[src/hcf_pkg.sv]
// ----------------------------------------------------------------------------
// hcf_pkg: shared constants and tables of the heading filter
// Field widths, angle constants in Q9.16 degrees, register indexes and the
// CORDIC arctangent table.
// ----------------------------------------------------------------------------
package hcf_pkg;

  // Field widths
  localparam int MAG_W     = 16;
  localparam int CAL_W     = 17;
  localparam int RATE_W    = 16;
  localparam int DT_W      = 12;
  localparam int ANG_W     = 25;
  localparam int DAC_W     = 10;
  localparam int CFG_W     = 16;
  localparam int CFG_IDX_W = 2;

  // Configuration register indexes
  localparam logic [CFG_IDX_W-1:0] REG_MAG_OFFSET_X     = 2'd0;
  localparam logic [CFG_IDX_W-1:0] REG_MAG_OFFSET_Y     = 2'd1;
  localparam logic [CFG_IDX_W-1:0] REG_GYRO_RATE_OFFSET = 2'd2;
  localparam logic [CFG_IDX_W-1:0] REG_GYRO_WEIGHT      = 2'd3;

  // Register values after reset
  localparam logic signed [CFG_W-1:0] MAG_OFFSET_X_RST     = -16'sd240;
  localparam logic signed [CFG_W-1:0] MAG_OFFSET_Y_RST     = -16'sd800;
  localparam logic signed [CFG_W-1:0] GYRO_RATE_OFFSET_RST = 16'sd0;
  localparam logic        [CFG_W-1:0] GYRO_WEIGHT_RST      = 16'd62915;

  // Angles in Q9.16 degrees; a full turn is 45 * 2^19
  localparam logic [ANG_W-1:0] FULL_TURN  = 25'd23592960;
  localparam logic [ANG_W-1:0] HALF_TURN  = 25'd11796480;
  localparam int               TURN_SHIFT = 19;
  localparam logic [6:0]       TURN_DIV   = 7'd45;

  // 57.2958 * 16 / 1000 in Q0.16: rad/s Q3.12 times ms into Q9.16 degrees
  localparam logic [15:0] GYRO_GAIN = 16'd60079;

  // Multiple of 45 that lifts the turn count of the predicted angle above zero
  localparam logic [10:0] TURN_BIAS = 11'd720;

  // Serial multiplier shapes: gyro chain and blend
  localparam int GMUL_A_W = 29;
  localparam int GMUL_B_W = 16;
  localparam int CMUL_A_W = 26;
  localparam int CMUL_B_W = 18;

  // CORDIC
  localparam int CORDIC_ITERATIONS_DEFAULT = 16;
  localparam int CORDIC_XY_W  = 20;
  localparam int CORDIC_Z_W   = 26;
  localparam int ATAN_W       = 22;
  localparam int ATAN_IDX_W   = 5;

  // atan(2^-i) in Q.16 degrees, rounded to nearest
  function automatic logic [ATAN_W-1:0] atan_q16(input logic [ATAN_IDX_W-1:0] idx);
    logic [ATAN_W-1:0] v;
    case (idx)
      5'd0:    v = 22'd2949120;
      5'd1:    v = 22'd1740967;
      5'd2:    v = 22'd919879;
      5'd3:    v = 22'd466945;
      5'd4:    v = 22'd234379;
      5'd5:    v = 22'd117305;
      5'd6:    v = 22'd58666;
      5'd7:    v = 22'd29335;
      5'd8:    v = 22'd14668;
      5'd9:    v = 22'd7334;
      5'd10:   v = 22'd3667;
      5'd11:   v = 22'd1833;
      5'd12:   v = 22'd917;
      5'd13:   v = 22'd458;
      5'd14:   v = 22'd229;
      5'd15:   v = 22'd115;
      5'd16:   v = 22'd57;
      5'd17:   v = 22'd29;
      5'd18:   v = 22'd14;
      5'd19:   v = 22'd7;
      5'd20:   v = 22'd4;
      5'd21:   v = 22'd2;
      5'd22:   v = 22'd1;
      default: v = 22'd0;
    endcase
    return v;
  endfunction

endpackage

[src/hcf_if.sv]
// ----------------------------------------------------------------------------
// hcf_if: sample and result channels of the heading filter
// Valid/ready channels; a word moves at a clock edge with valid and ready high.
// ----------------------------------------------------------------------------
interface hcf_sample_if;
  logic                                valid;
  logic                                ready;
  logic signed [hcf_pkg::MAG_W-1:0]    mag_x;
  logic signed [hcf_pkg::MAG_W-1:0]    mag_y;
  logic signed [hcf_pkg::RATE_W-1:0]   gyro_rate_z;
  logic        [hcf_pkg::DT_W-1:0]     dt_ms;

  modport source (output valid, mag_x, mag_y, gyro_rate_z, dt_ms, input ready);
  modport sink   (input valid, mag_x, mag_y, gyro_rate_z, dt_ms, output ready);
endinterface

interface hcf_result_if;
  logic                          valid;
  logic                          ready;
  logic [hcf_pkg::ANG_W-1:0]     heading;
  logic [hcf_pkg::DAC_W-1:0]     dac_code;

  modport source (output valid, heading, dac_code, input ready);
  modport sink   (input valid, heading, dac_code, output ready);
endinterface

[src/heading_complementary_filter_unit.sv]
// ----------------------------------------------------------------------------
// heading_complementary_filter_unit: gyro / magnetometer heading fusion
// Fuses a CORDIC compass heading with the integrated gyro rate and emits the
// heading in Q9.16 degrees together with a 10-bit DAC code.
// ----------------------------------------------------------------------------
// Each accepted sample word yields exactly one result word. The block works
// on one sample at a time: a new sample is accepted only once the result of
// the last one has moved into the output register (the very first sample
// after reset skips the blend and is faster). The time is set by the serial
// datapath: the gyro increment goes through two radix-4 multiplies (rate
// times dt, then the degree gain), a 5-step reduction of the predicted angle
// modulo 360, a blend multiply by one minus alpha and a 10-step division by
// 45 for the DAC code. The CORDIC heading runs beside the gyro chain
// and adds wait time only above 22 iterations. A finished result sits in an
// output register, so the next sample is taken while it waits. Write the
// configuration registers only while the block is idle.
// ----------------------------------------------------------------------------
module heading_complementary_filter_unit #(
  parameter int CORDIC_ITERATIONS = hcf_pkg::CORDIC_ITERATIONS_DEFAULT
) (
  input  logic                              clk,
  input  logic                              rst,
  hcf_sample_if.sink                        sample,
  hcf_result_if.source                      result,
  input  logic                              cfg_we,
  input  logic [hcf_pkg::CFG_IDX_W-1:0]     cfg_index,
  input  logic [hcf_pkg::CFG_W-1:0]         cfg_wdata
);

  localparam int AW = hcf_pkg::ANG_W;
  localparam int GA = hcf_pkg::GMUL_A_W;
  localparam int GB = hcf_pkg::GMUL_B_W;
  localparam int CA = hcf_pkg::CMUL_A_W;
  localparam int CB = hcf_pkg::CMUL_B_W;
  localparam int TS = hcf_pkg::TURN_SHIFT;

  // Sequencer states
  localparam logic [3:0] S_IDLE  = 4'd0;  // wait for a sample
  localparam logic [3:0] S_G1    = 4'd1;  // rate * dt
  localparam logic [3:0] S_G2    = 4'd2;  // * gyro gain
  localparam logic [3:0] S_MOD   = 4'd3;  // predicted angle modulo 360
  localparam logic [3:0] S_WMAG  = 4'd4;  // wait for the compass heading
  localparam logic [3:0] S_CORR  = 4'd5;  // blend multiply
  localparam logic [3:0] S_DLOAD = 4'd6;  // set up DAC division
  localparam logic [3:0] S_DIV   = 4'd7;  // divide by 45
  localparam logic [3:0] S_FIN   = 4'd8;  // hand result to the output register

  localparam logic [3:0] MOD_STEPS = 4'd5;
  localparam logic [3:0] DAC_STEPS = 4'd10;

  logic [3:0] state;

  // Configuration registers
  logic signed [hcf_pkg::CFG_W-1:0] mag_offset_x;
  logic signed [hcf_pkg::CFG_W-1:0] mag_offset_y;
  logic signed [hcf_pkg::CFG_W-1:0] gyro_rate_offset;
  logic        [hcf_pkg::CFG_W-1:0] gyro_weight;

  // Filter state
  logic [AW-1:0] fused;
  logic          started;

  // Working registers
  logic          mag_valid;
  logic [AW-1:0] pred_angle;   // gyro-predicted angle, 0..360
  logic [AW-1:0] angle;        // new fused angle
  logic [TS-1:0] low_bits;     // fraction of a 1/45 turn, kept across the reduction
  logic [5:0]    rem;
  logic [9:0]    dbits;
  logic [9:0]    quo;
  logic [3:0]    dcount;

  // Output register
  logic          res_valid;
  logic [AW-1:0] res_heading;
  logic [hcf_pkg::DAC_W-1:0] res_dac;

  logic accept;
  logic fin_load;

  assign accept       = sample.valid && sample.ready;
  assign sample.ready = (state == S_IDLE);
  assign fin_load     = (state == S_FIN) && (!res_valid || result.ready);

  assign result.valid    = res_valid;
  assign result.heading  = res_heading;
  assign result.dac_code = res_dac;

  // --------------------------------------------------------------------------
  // Calibration: subtract offsets, 17-bit results
  // --------------------------------------------------------------------------
  logic signed [hcf_pkg::CAL_W-1:0] cal_x;
  logic signed [hcf_pkg::CAL_W-1:0] cal_y;
  logic signed [hcf_pkg::CAL_W-1:0] rate;

  assign cal_x = {sample.mag_x[15], sample.mag_x} - {mag_offset_x[15], mag_offset_x};
  assign cal_y = {sample.mag_y[15], sample.mag_y} - {mag_offset_y[15], mag_offset_y};
  assign rate  = {sample.gyro_rate_z[15], sample.gyro_rate_z}
               - {gyro_rate_offset[15], gyro_rate_offset};

  // --------------------------------------------------------------------------
  // Compass heading
  // --------------------------------------------------------------------------
  logic          cordic_done;
  logic [AW-1:0] compass_deg;

  hcf_cordic #(
    .ITERATIONS (CORDIC_ITERATIONS)
  ) u_cordic (
    .clk   (clk),
    .rst   (rst),
    .start (accept),
    .x_in  (cal_x),
    .y_in  (cal_y),
    .done  (cordic_done),
    .angle (compass_deg)
  );

  // --------------------------------------------------------------------------
  // Gyro chain multiplier: first rate * dt, then times the degree gain
  // --------------------------------------------------------------------------
  logic                 gmul_start;
  logic signed [GA-1:0] gmul_a;
  logic        [GB-1:0] gmul_b;
  logic                 gmul_done;
  logic [GA+GB-1:0]     gprod;

  assign gmul_start = accept || ((state == S_G1) && gmul_done);
  assign gmul_a     = (state == S_IDLE) ? GA'(rate) : $signed(gprod[GA-1:0]);
  assign gmul_b     = (state == S_IDLE) ? GB'(sample.dt_ms) : hcf_pkg::GYRO_GAIN;

  hcf_mul #(
    .A_W (GA),
    .B_W (GB)
  ) u_gmul (
    .clk     (clk),
    .rst     (rst),
    .start   (gmul_start),
    .a       (gmul_a),
    .b       (gmul_b),
    .done    (gmul_done),
    .product (gprod)
  );

  // Round the increment half up, add to the stored angle, split off the
  // turn count (units of 1/45 turn) for the modulo reduction.
  logic [GA+GB-1:0] g_round;
  logic [GA-1:0]    delta;
  logic [GA:0]      pred;
  logic [10:0]      turns;

  assign g_round = gprod + (GA+GB)'(32768);
  assign delta   = g_round[GA+GB-1:16];
  assign pred    = {delta[GA-1], delta} + (GA+1)'(fused);
  assign turns   = pred[GA:TS] + hcf_pkg::TURN_BIAS;

  // --------------------------------------------------------------------------
  // Shared restoring divider by 45, one quotient bit per cycle
  // --------------------------------------------------------------------------
  logic [6:0] trial;
  logic       fits;
  logic [5:0] rem_step;

  assign trial    = {rem, dbits[9]};
  assign fits     = (trial >= hcf_pkg::TURN_DIV);
  assign rem_step = fits ? 6'(trial - hcf_pkg::TURN_DIV) : trial[5:0];

  // --------------------------------------------------------------------------
  // Blend: wrap difference into +-180, multiply by one minus alpha
  // --------------------------------------------------------------------------
  logic signed [CA-1:0] diff_raw;
  logic signed [CA-1:0] diff;
  logic signed [CA-1:0] half_s;
  logic signed [CA-1:0] full_s;
  logic        [16:0]   one_minus_alpha;
  logic                 cmul_start;
  logic                 cmul_done;
  logic [CA+CB-1:0]     cprod;

  assign half_s   = $signed(CA'(hcf_pkg::HALF_TURN));
  assign full_s   = $signed(CA'(hcf_pkg::FULL_TURN));
  assign diff_raw = $signed({1'b0, compass_deg}) - $signed({1'b0, pred_angle});

  always_comb begin
    if (diff_raw > half_s) begin
      diff = diff_raw - full_s;
    end else if (diff_raw < -half_s) begin
      diff = diff_raw + full_s;
    end else begin
      diff = diff_raw;
    end
  end

  assign one_minus_alpha = 17'h10000 - {1'b0, gyro_weight};
  assign cmul_start      = (state == S_WMAG) && mag_valid && started;

  hcf_mul #(
    .A_W (CA),
    .B_W (CB)
  ) u_cmul (
    .clk     (clk),
    .rst     (rst),
    .start   (cmul_start),
    .a       (diff),
    .b       (CB'(one_minus_alpha)),
    .done    (cmul_done),
    .product (cprod)
  );

  logic [CA+CB-1:0]     c_round;
  logic signed [AW+1:0] blend;
  logic signed [AW+1:0] full_b;
  logic [AW-1:0]        blend_wrap;

  assign c_round = cprod + (CA+CB)'(32768);
  assign full_b  = $signed((AW+2)'(hcf_pkg::FULL_TURN));
  assign blend   = $signed({2'b00, pred_angle}) + (AW+2)'($signed(c_round[CA+15:16]));

  always_comb begin
    if (blend >= full_b) begin
      blend_wrap = AW'(blend - full_b);
    end else if (blend < 0) begin
      blend_wrap = AW'(blend + full_b);
    end else begin
      blend_wrap = AW'(blend);
    end
  end

  // DAC: floor(angle * 1023 / 2^19) / 45
  logic [AW+9:0] dac_prod;
  logic [15:0]   dac_num;

  assign dac_prod = {angle, 10'b0} - (AW+10)'(angle);
  assign dac_num  = dac_prod[AW+9:TS];

  // --------------------------------------------------------------------------
  // Configuration write port
  // --------------------------------------------------------------------------
  always_ff @(posedge clk) begin
    if (rst) begin
      mag_offset_x     <= hcf_pkg::MAG_OFFSET_X_RST;
      mag_offset_y     <= hcf_pkg::MAG_OFFSET_Y_RST;
      gyro_rate_offset <= hcf_pkg::GYRO_RATE_OFFSET_RST;
      gyro_weight      <= hcf_pkg::GYRO_WEIGHT_RST;
    end else if (cfg_we) begin
      case (cfg_index)
        hcf_pkg::REG_MAG_OFFSET_X:     mag_offset_x     <= cfg_wdata;
        hcf_pkg::REG_MAG_OFFSET_Y:     mag_offset_y     <= cfg_wdata;
        hcf_pkg::REG_GYRO_RATE_OFFSET: gyro_rate_offset <= cfg_wdata;
        hcf_pkg::REG_GYRO_WEIGHT:      gyro_weight      <= cfg_wdata;
        default: ;
      endcase
    end
  end

  // Compass heading ready flag: drop on a new sample, set when CORDIC ends
  always_ff @(posedge clk) begin
    if (rst) begin
      mag_valid <= 1'b0;
    end else if (accept) begin
      mag_valid <= 1'b0;
    end else if (cordic_done) begin
      mag_valid <= 1'b1;
    end
  end

  // --------------------------------------------------------------------------
  // Sequencer
  // --------------------------------------------------------------------------
  always_ff @(posedge clk) begin
    if (rst) begin
      state   <= S_IDLE;
      fused   <= '0;
      started <= 1'b0;
      dcount  <= '0;
    end else begin
      case (state)
        S_IDLE: begin
          if (accept) begin
            state <= S_G1;
          end
        end
        S_G1: begin
          if (gmul_done) begin
            state <= S_G2;
          end
        end
        S_G2: begin
          if (gmul_done) begin
            // seed the reduction with the top turn bits
            rem      <= turns[10:5];
            dbits    <= {turns[4:0], 5'b0};
            dcount   <= MOD_STEPS;
            low_bits <= pred[TS-1:0];
            state    <= S_MOD;
          end
        end
        S_MOD: begin
          rem    <= rem_step;
          dbits  <= {dbits[8:0], 1'b0};
          quo    <= {quo[8:0], fits};
          dcount <= dcount - 1'b1;
          if (dcount == 4'd1) begin
            pred_angle <= {rem_step, low_bits};
            state      <= S_WMAG;
          end
        end
        S_WMAG: begin
          if (mag_valid) begin
            if (started) begin
              state <= S_CORR;
            end else begin
              // first sample: take the compass heading as is
              angle <= compass_deg;
              state <= S_DLOAD;
            end
          end
        end
        S_CORR: begin
          if (cmul_done) begin
            angle <= blend_wrap;
            state <= S_DLOAD;
          end
        end
        S_DLOAD: begin
          rem    <= dac_num[15:10];
          dbits  <= dac_num[9:0];
          dcount <= DAC_STEPS;
          state  <= S_DIV;
        end
        S_DIV: begin
          rem    <= rem_step;
          dbits  <= {dbits[8:0], 1'b0};
          quo    <= {quo[8:0], fits};
          dcount <= dcount - 1'b1;
          if (dcount == 4'd1) begin
            state <= S_FIN;
          end
        end
        S_FIN: begin
          if (fin_load) begin
            fused   <= angle;
            started <= 1'b1;
            state   <= S_IDLE;
          end
        end
        default: begin
          state <= S_IDLE;
        end
      endcase
    end
  end

  // Output register: hold until taken, load when empty or being emptied
  always_ff @(posedge clk) begin
    if (rst) begin
      res_valid <= 1'b0;
    end else if (fin_load) begin
      res_valid <= 1'b1;
    end else if (result.ready) begin
      res_valid <= 1'b0;
    end
  end

  always_ff @(posedge clk) begin
    if (fin_load) begin
      res_heading <= angle;
      res_dac     <= quo;
    end
  end

  // --------------------------------------------------------------------------
  // Assertions
  // --------------------------------------------------------------------------
  a_heading_range: assert property (@(posedge clk) disable iff (rst)
    result.valid |-> (result.heading < hcf_pkg::FULL_TURN))
    else $error("heading word out of 0..360");

  a_fused_range: assert property (@(posedge clk) disable iff (rst)
    started |-> (fused < hcf_pkg::FULL_TURN))
    else $error("stored angle out of 0..360");

  a_gmul_state: assert property (@(posedge clk) disable iff (rst)
    gmul_done |-> (state == S_G1 || state == S_G2))
    else $error("gyro multiplier finished outside the gyro chain");

  a_div_rem: assert property (@(posedge clk) disable iff (rst)
    (state == S_MOD || state == S_DIV) |-> (rem < 6'(hcf_pkg::TURN_DIV)))
    else $error("divider remainder not below 45");

  a_blend_has_mag: assert property (@(posedge clk) disable iff (rst)
    (state == S_CORR) |-> mag_valid)
    else $error("blend running without a compass heading");

endmodule

[src/hcf_mul.sv]
// ----------------------------------------------------------------------------
// hcf_mul: radix-4 serial multiplier
// Signed A times unsigned B, two bits of B per cycle.
// ----------------------------------------------------------------------------
module hcf_mul #(
  parameter int A_W = hcf_pkg::GMUL_A_W,
  parameter int B_W = hcf_pkg::GMUL_B_W   // even
) (
  input  logic                  clk,
  input  logic                  rst,
  input  logic                  start,
  input  logic signed [A_W-1:0] a,
  input  logic        [B_W-1:0] b,
  output logic                  done,
  output logic [A_W+B_W-1:0]    product
);

  localparam int STEPS = B_W / 2;
  localparam int CNT_W = $clog2(STEPS + 1);

  logic signed [A_W:0]   hi;
  logic        [B_W-1:0] lo;
  logic signed [A_W+2:0] a1;
  logic signed [A_W+2:0] a3;
  logic        [CNT_W-1:0] count;

  logic signed [A_W+2:0] addend;
  logic signed [A_W+2:0] sum;

  always_comb begin
    case (lo[1:0])
      2'd0:    addend = '0;
      2'd1:    addend = a1;
      2'd2:    addend = a1 <<< 1;
      2'd3:    addend = a3;
      default: addend = '0;
    endcase
    sum = (A_W+3)'(hi) + addend;
  end

  always_ff @(posedge clk) begin
    if (rst) begin
      count <= '0;
      done  <= 1'b0;
    end else begin
      done <= 1'b0;
      if (start) begin
        hi    <= '0;
        lo    <= b;
        a1    <= (A_W+3)'(a);
        a3    <= (A_W+3)'(a) + ((A_W+3)'(a) <<< 1);
        count <= CNT_W'(STEPS);
      end else if (count != '0) begin
        // accumulate one digit, then shift the partial product right by two
        hi    <= sum[A_W+2:2];
        lo    <= {sum[1:0], lo[B_W-1:2]};
        count <= count - 1'b1;
        done  <= (count == CNT_W'(1));
      end
    end
  end

  assign product = {hi[A_W-1:0], lo};

endmodule

[src/hcf_cordic.sv]
// ----------------------------------------------------------------------------
// hcf_cordic: iterative vectoring CORDIC, atan2 in Q9.16 degrees
// One micro-rotation per cycle; result wrapped into 0..360.
// ----------------------------------------------------------------------------
module hcf_cordic #(
  parameter int ITERATIONS = hcf_pkg::CORDIC_ITERATIONS_DEFAULT
) (
  input  logic                              clk,
  input  logic                              rst,
  input  logic                              start,
  input  logic signed [hcf_pkg::CAL_W-1:0]  x_in,
  input  logic signed [hcf_pkg::CAL_W-1:0]  y_in,
  output logic                              done,
  output logic [hcf_pkg::ANG_W-1:0]         angle
);

  localparam int IW  = $clog2(ITERATIONS);
  localparam int XW  = hcf_pkg::CORDIC_XY_W;
  localparam int ZW  = hcf_pkg::CORDIC_Z_W;

  logic signed [XW-1:0] x;
  logic signed [XW-1:0] y;
  logic signed [ZW-1:0] z;
  logic        [IW-1:0] iter;
  logic                 busy;
  logic                 zero;

  logic signed [XW-1:0] xs;
  logic signed [XW-1:0] ys;
  logic signed [XW-1:0] x_next;
  logic signed [XW-1:0] y_next;
  logic signed [ZW-1:0] z_next;
  logic signed [ZW-1:0] at;
  logic signed [ZW-1:0] z_wrap;
  logic signed [ZW-1:0] full_s;

  assign xs     = XW'(x_in);
  assign ys     = XW'(y_in);
  assign full_s = $signed(ZW'(hcf_pkg::FULL_TURN));

  always_comb begin
    at = $signed(ZW'(hcf_pkg::atan_q16(hcf_pkg::ATAN_IDX_W'(iter))));
    if (!y[XW-1]) begin
      x_next = x + (y >>> iter);
      y_next = y - (x >>> iter);
      z_next = z + at;
    end else begin
      x_next = x - (y >>> iter);
      y_next = y + (x >>> iter);
      z_next = z - at;
    end
    if (z_next < 0) begin
      z_wrap = z_next + full_s;
    end else if (z_next >= full_s) begin
      z_wrap = z_next - full_s;
    end else begin
      z_wrap = z_next;
    end
  end

  always_ff @(posedge clk) begin
    if (rst) begin
      busy <= 1'b0;
      done <= 1'b0;
    end else begin
      done <= 1'b0;
      if (start) begin
        busy <= 1'b1;
        iter <= '0;
        zero <= (x_in == '0) && (y_in == '0);
        // left half plane: rotate by 180 first
        if (x_in[hcf_pkg::CAL_W-1]) begin
          x <= -xs;
          y <= -ys;
          z <= $signed(ZW'(hcf_pkg::HALF_TURN));
        end else begin
          x <= xs;
          y <= ys;
          z <= '0;
        end
      end else if (busy) begin
        x    <= x_next;
        y    <= y_next;
        z    <= z_next;
        iter <= iter + 1'b1;
        if (iter == IW'(ITERATIONS - 1)) begin
          busy  <= 1'b0;
          done  <= 1'b1;
          angle <= zero ? '0 : z_wrap[hcf_pkg::ANG_W-1:0];
        end
      end
    end
  end

endmodule
[src/flat_wrapper.sv]
// flat-port wrapper written by rule: the top's interface ports become plain ports
module heading_complementary_filter_unit_flat 
#(
  parameter int CORDIC_ITERATIONS = hcf_pkg::CORDIC_ITERATIONS_DEFAULT
)
  (clk, rst, cfg_we, cfg_index, cfg_wdata, sample_valid, sample_mag_x, sample_mag_y, sample_gyro_rate_z, sample_dt_ms, sample_ready, result_valid, result_heading, result_dac_code, result_ready);
  hcf_sample_if sample_i ();
  hcf_result_if result_i ();
  input  logic clk;
  input  logic rst;
  input  logic cfg_we;
  input  logic [hcf_pkg::CFG_IDX_W-1:0] cfg_index;
  input  logic [hcf_pkg::CFG_W-1:0] cfg_wdata;
  input wire logic [$bits(sample_i.valid)-1:0] sample_valid;
  input wire logic [$bits(sample_i.mag_x)-1:0] sample_mag_x;
  input wire logic [$bits(sample_i.mag_y)-1:0] sample_mag_y;
  input wire logic [$bits(sample_i.gyro_rate_z)-1:0] sample_gyro_rate_z;
  input wire logic [$bits(sample_i.dt_ms)-1:0] sample_dt_ms;
  output wire logic [$bits(sample_i.ready)-1:0] sample_ready;
  output wire logic [$bits(result_i.valid)-1:0] result_valid;
  output wire logic [$bits(result_i.heading)-1:0] result_heading;
  output wire logic [$bits(result_i.dac_code)-1:0] result_dac_code;
  input wire logic [$bits(result_i.ready)-1:0] result_ready;
  assign sample_i.valid = sample_valid;
  assign sample_i.mag_x = sample_mag_x;
  assign sample_i.mag_y = sample_mag_y;
  assign sample_i.gyro_rate_z = sample_gyro_rate_z;
  assign sample_i.dt_ms = sample_dt_ms;
  assign sample_ready = sample_i.ready;
  assign result_valid = result_i.valid;
  assign result_heading = result_i.heading;
  assign result_dac_code = result_i.dac_code;
  assign result_i.ready = result_ready;
  heading_complementary_filter_unit #(.CORDIC_ITERATIONS(CORDIC_ITERATIONS)) u_core (.clk(clk), .rst(rst), .sample(sample_i), .result(result_i), .cfg_we(cfg_we), .cfg_index(cfg_index), .cfg_wdata(cfg_wdata));
endmodule
[config.mk]
export PLATFORM = sky130hd
export DESIGN_NAME = heading_complementary_filter_unit_flat
export DESIGN_NICKNAME = d
export VERILOG_FILES = /design/src/hcf_pkg.sv /design/src/hcf_if.sv /design/src/heading_complementary_filter_unit.sv /design/src/hcf_mul.sv /design/src/hcf_cordic.sv /design/src/flat_wrapper.sv
export SDC_FILE = /design/constraint.sdc
export NUM_CORES = 2
export LEC_CHECK = 0
export CORE_MARGIN = 2
export CORE_UTILIZATION = 30
export DETAILED_ROUTE_END_ITERATION = 10
export DONT_BUFFER_PORTS = 1
export MAX_ROUTING_LAYER = met4
export SETUP_SLACK_MARGIN = 0.05
export SYNTH_ARGS = -nofsm -noshare
export SYNTH_HDL_FRONTEND = slang
export SYNTH_SLANG_ARGS = --single-unit
[constraint.sdc]
create_clock -name clk -period 11.95 [get_ports clk]
set_input_delay 0.5975 -clock clk [delete_from_list [all_inputs] [get_ports clk]]
set_output_delay 0.5975 -clock clk [all_outputs]
set_load 0.02 [all_outputs]
==> results.ini <==
[power_and_ir_drop]
p_int_mw=8.19
power_density_nw_per_um2=314
comb_power_share_pct=60.3
sw_frac_of_total_pct=44.0
power_mw=14.6
p_sw_mw=6.43
p_leak_nw=18.2
p_clk_share_pct=15.6
seqPwrFrac_pct=24.1
ir_drop_uv=139

[timing]
setup_viol=0
rsz0062_at_grt=false
period_needed_ns=6.05
slew_headroom_pct=23.5
report.final.slew_viol_count=0
final.period_utilization_pct=50.6
clock.fmax_mhz=165
finalHoldViolCount=0
finClkSkew_ns=0.0456
finalSetupTns_ns=0
worst_pin_slew_ns=1.14
whs_ns=0.0479

[routing]
wl_mm=113
drc=0
routed_via_density=5.13
first_iter_violations=2371
drt_first_pass_iters=6
wl_per_cell_um=17.5
vias=33200
final_antenna_net_count=0

[placement]
gp_congestion=0.924
numPortBuffers=0
dp_cells=6331
postPlaceCellArea_um2=44100
dpl.hpwl_mm=86.1

[yosys]
synth-adder-area-share_pct=11.1
synth_area_leaders=edfxtp_1 30%, ha_1 10%, dfxtp_1 6.4%, xnor2_1 5.4%, a21oi_1 4.3%
yosys_warnings=0
synth_xor_area_share_pct=8.57
synth_top_family_by_area=compound AO/OA/AOI/OAI gates
synth_ff_type=edfxtp_1
async_flop_share_pct=0
synth_mux_area_share_pct=4.77
synth_compound_area_share_pct=18.4
syn-num-nets=5022
synthSimpleGateAreaFrac_pct=16.2
synth-seq-area-share_pct=36.9
synth_seq_cells=561
syn_inst=4575
yosysTopAreaCell=edfxtp_1
syn_area_um2=42000
avgSynthCellArea_um2=9.19
synth_edf_count=427
synthDistinctLibCells=115
yosysTopAreaCellShare_pct=30.5

[cells_and_area]
final_cells=6468
mostFrequentLayoutCell=nand2_1
fin_area_um2=46600
mostFrequentLayoutCells=455 x nand2_1, 427 x edfxtp_1, 412 x nor2_1
post_route_cells_drive_above_1_share_pct=7.73
area_growth_syn_to_layout_pct=10.9
final_nets=4979

[global_route]
grt_util_met1_pct=20.8
grt_max_degree=122
grt_pass1_wl_mm=177
grt_use_total_pct=16.0
gr-total-overflow=0
grt_pass1_vias=31700
grt_util_met3_pct=2.89
grtUsageMet2_pct=25.1
antenna_found_initial=3
busiest_layer=met2

[setup_path]
crit_top_cell=a21oi_1
end_kind=flip-flop
startpoint=u_core.u_cordic.angle[0]$_SDFFCE_PP0P_
r2r_setup_slack_ns=5.90
critPathTopFamily=compound AO/OA/AOI/OAI gates
worstReg2RegStart=u_core.u_cordic.angle[0]$_SDFFCE_PP0P_
critPathMaxStageDelay_ns=0.47
crit_arrival_ns=6.45
startpoint_type=flip-flop
required_ns=12.35
worst-path-max-fanout=7
criticalPathCategory=flip-flop to flip-flop
cpMaxStageDelayCell=a41oi_1
path_buf_inv=2

[floorplanning]
fp.coreArea_um2=139000
start_util_pct=30.2
die_w_um=378
die_area_um2=143000
row_count=137
ios=120
die_y_um=378

[clocking]
cts_root_buf=clkbuf_16
clk_path_buf_depth=3
post_cts_buffers=0
cts_sinks=561
clk_pin_slew_worst_paths_ns=0.06
numCtsBuffers=72
h-tree-depth=3
ctsResizeCount=0
insertion_delay_ns=0.67
cts_tree=done
hold_buffers=3

[flow_run]
cap_violations=0

[outcome]
status=complete, no violations

[hold_path]
worstHoldPathType=input pin to flip-flop
min_from=cfg_wdata[7]

-- cells by family after synthesis --
family	count (synthesis)
and+or+nand+nor	1450
AOI/OAI and AO/OA	1181
DFF	561
buffers and inverters	451
xor gates and xnor gates	407
adders and majority gates	364
muxes	161
-- power by group through the flow --
| stage | registers [mW] | clock network, mW | logic, mW |
|---|---|---|---|
| final | 3.52 | 2.28 | 8.81 |
| after global routing | 3.57 | 2.41 | 9.93 |
| after CTS | 3.52 | 2.34 | 8.79 |
| after detailed placement | 3.55 | 0 | 8.74 |
| after global placement | 3.55 | 0 | 8.60 |
| after floorplan | 3.34 | 0 | 7.07 |
-- final timing paths --
check,endpoint,cells past startpoint
setup / recovery,u_core.u_cmul.a3[25]$_DFFE_PP_,25
hold / removal,u_core.mag_offset_y[7]$_SDFFE_PP1P_,1
setup reg to reg,u_core.u_cmul.a3[25]$_DFFE_PP_,25
hold reg to reg,u_core.result.dac_code[9]$_DFFE_PP_,0
-- stage by stage --
step | utilization [%] | worst slack (ns)
after floorplan | - | 6.50
after global placement | 31.7 | 5.79
after detailed placement | 31.7 | 5.66
after CTS | 33.4 | 5.93
after global routing | 33.4 | 5.48
final | 33.4 | 5.90
-- synthesized netlist by cell type, types with 21 or more instances --
master	number
and3_1	56
and2_1	27
or3_1	39
o21bai_1	38
nor2b_1	50
nand2b_1	52
o21a_1	63
a211o_1	34
nor2_1	415
mux2i_1	54
a21o_1	86
a31oi_1	48
clkbuf_1	134
o21ai_0	239
mux4_2	23
o211ai_1	27
nand2_1	456
inv_1	288
nand3_1	92
nand3b_1	21
nor3_1	123
dfxtp_1	134
xor2_1	144
a21boi_0	23
ha_1	351
o31ai_1	21
a22o_1	55
nor4_1	28
a21oi_1	358
xnor2_1	258
a211oi_1	27
edfxtp_1	427
mux2_2	83
-- flip-flops by register name (all words and copies together), names as in the netlist, 26 cells and up --
name               count
u_core.u_cmul.a3      27
u_core.u_cmul.hi      27
u_core.u_cordic.z     26
u_core.u_gmul.a1      28
u_core.u_gmul.a3      30
u_core.u_gmul.hi      30
-- metal layers --
metal | vias up | share of wire (%)
met5 | - | 0
met4 | 0 | 2.9
li1 | 16600 | -
met3 | 174 | 5.0
met1 | 15700 | 47
met2 | 713 | 45
-- cell type report --
class                           instances  area, µm²
Sequential cell                       561      15500
Inverter                              293       1100
Fill cell                           14200      92700
Multi-Input combinational cell       3563      24900
Timing Repair Buffer                   41        315
Clock buffer                           89       1960
Antenna cell                            2       5.00
Tap cell                             1876       2350
Clock inverter                         43        505
Note: power is estimated with default switching activity, not from simulation.
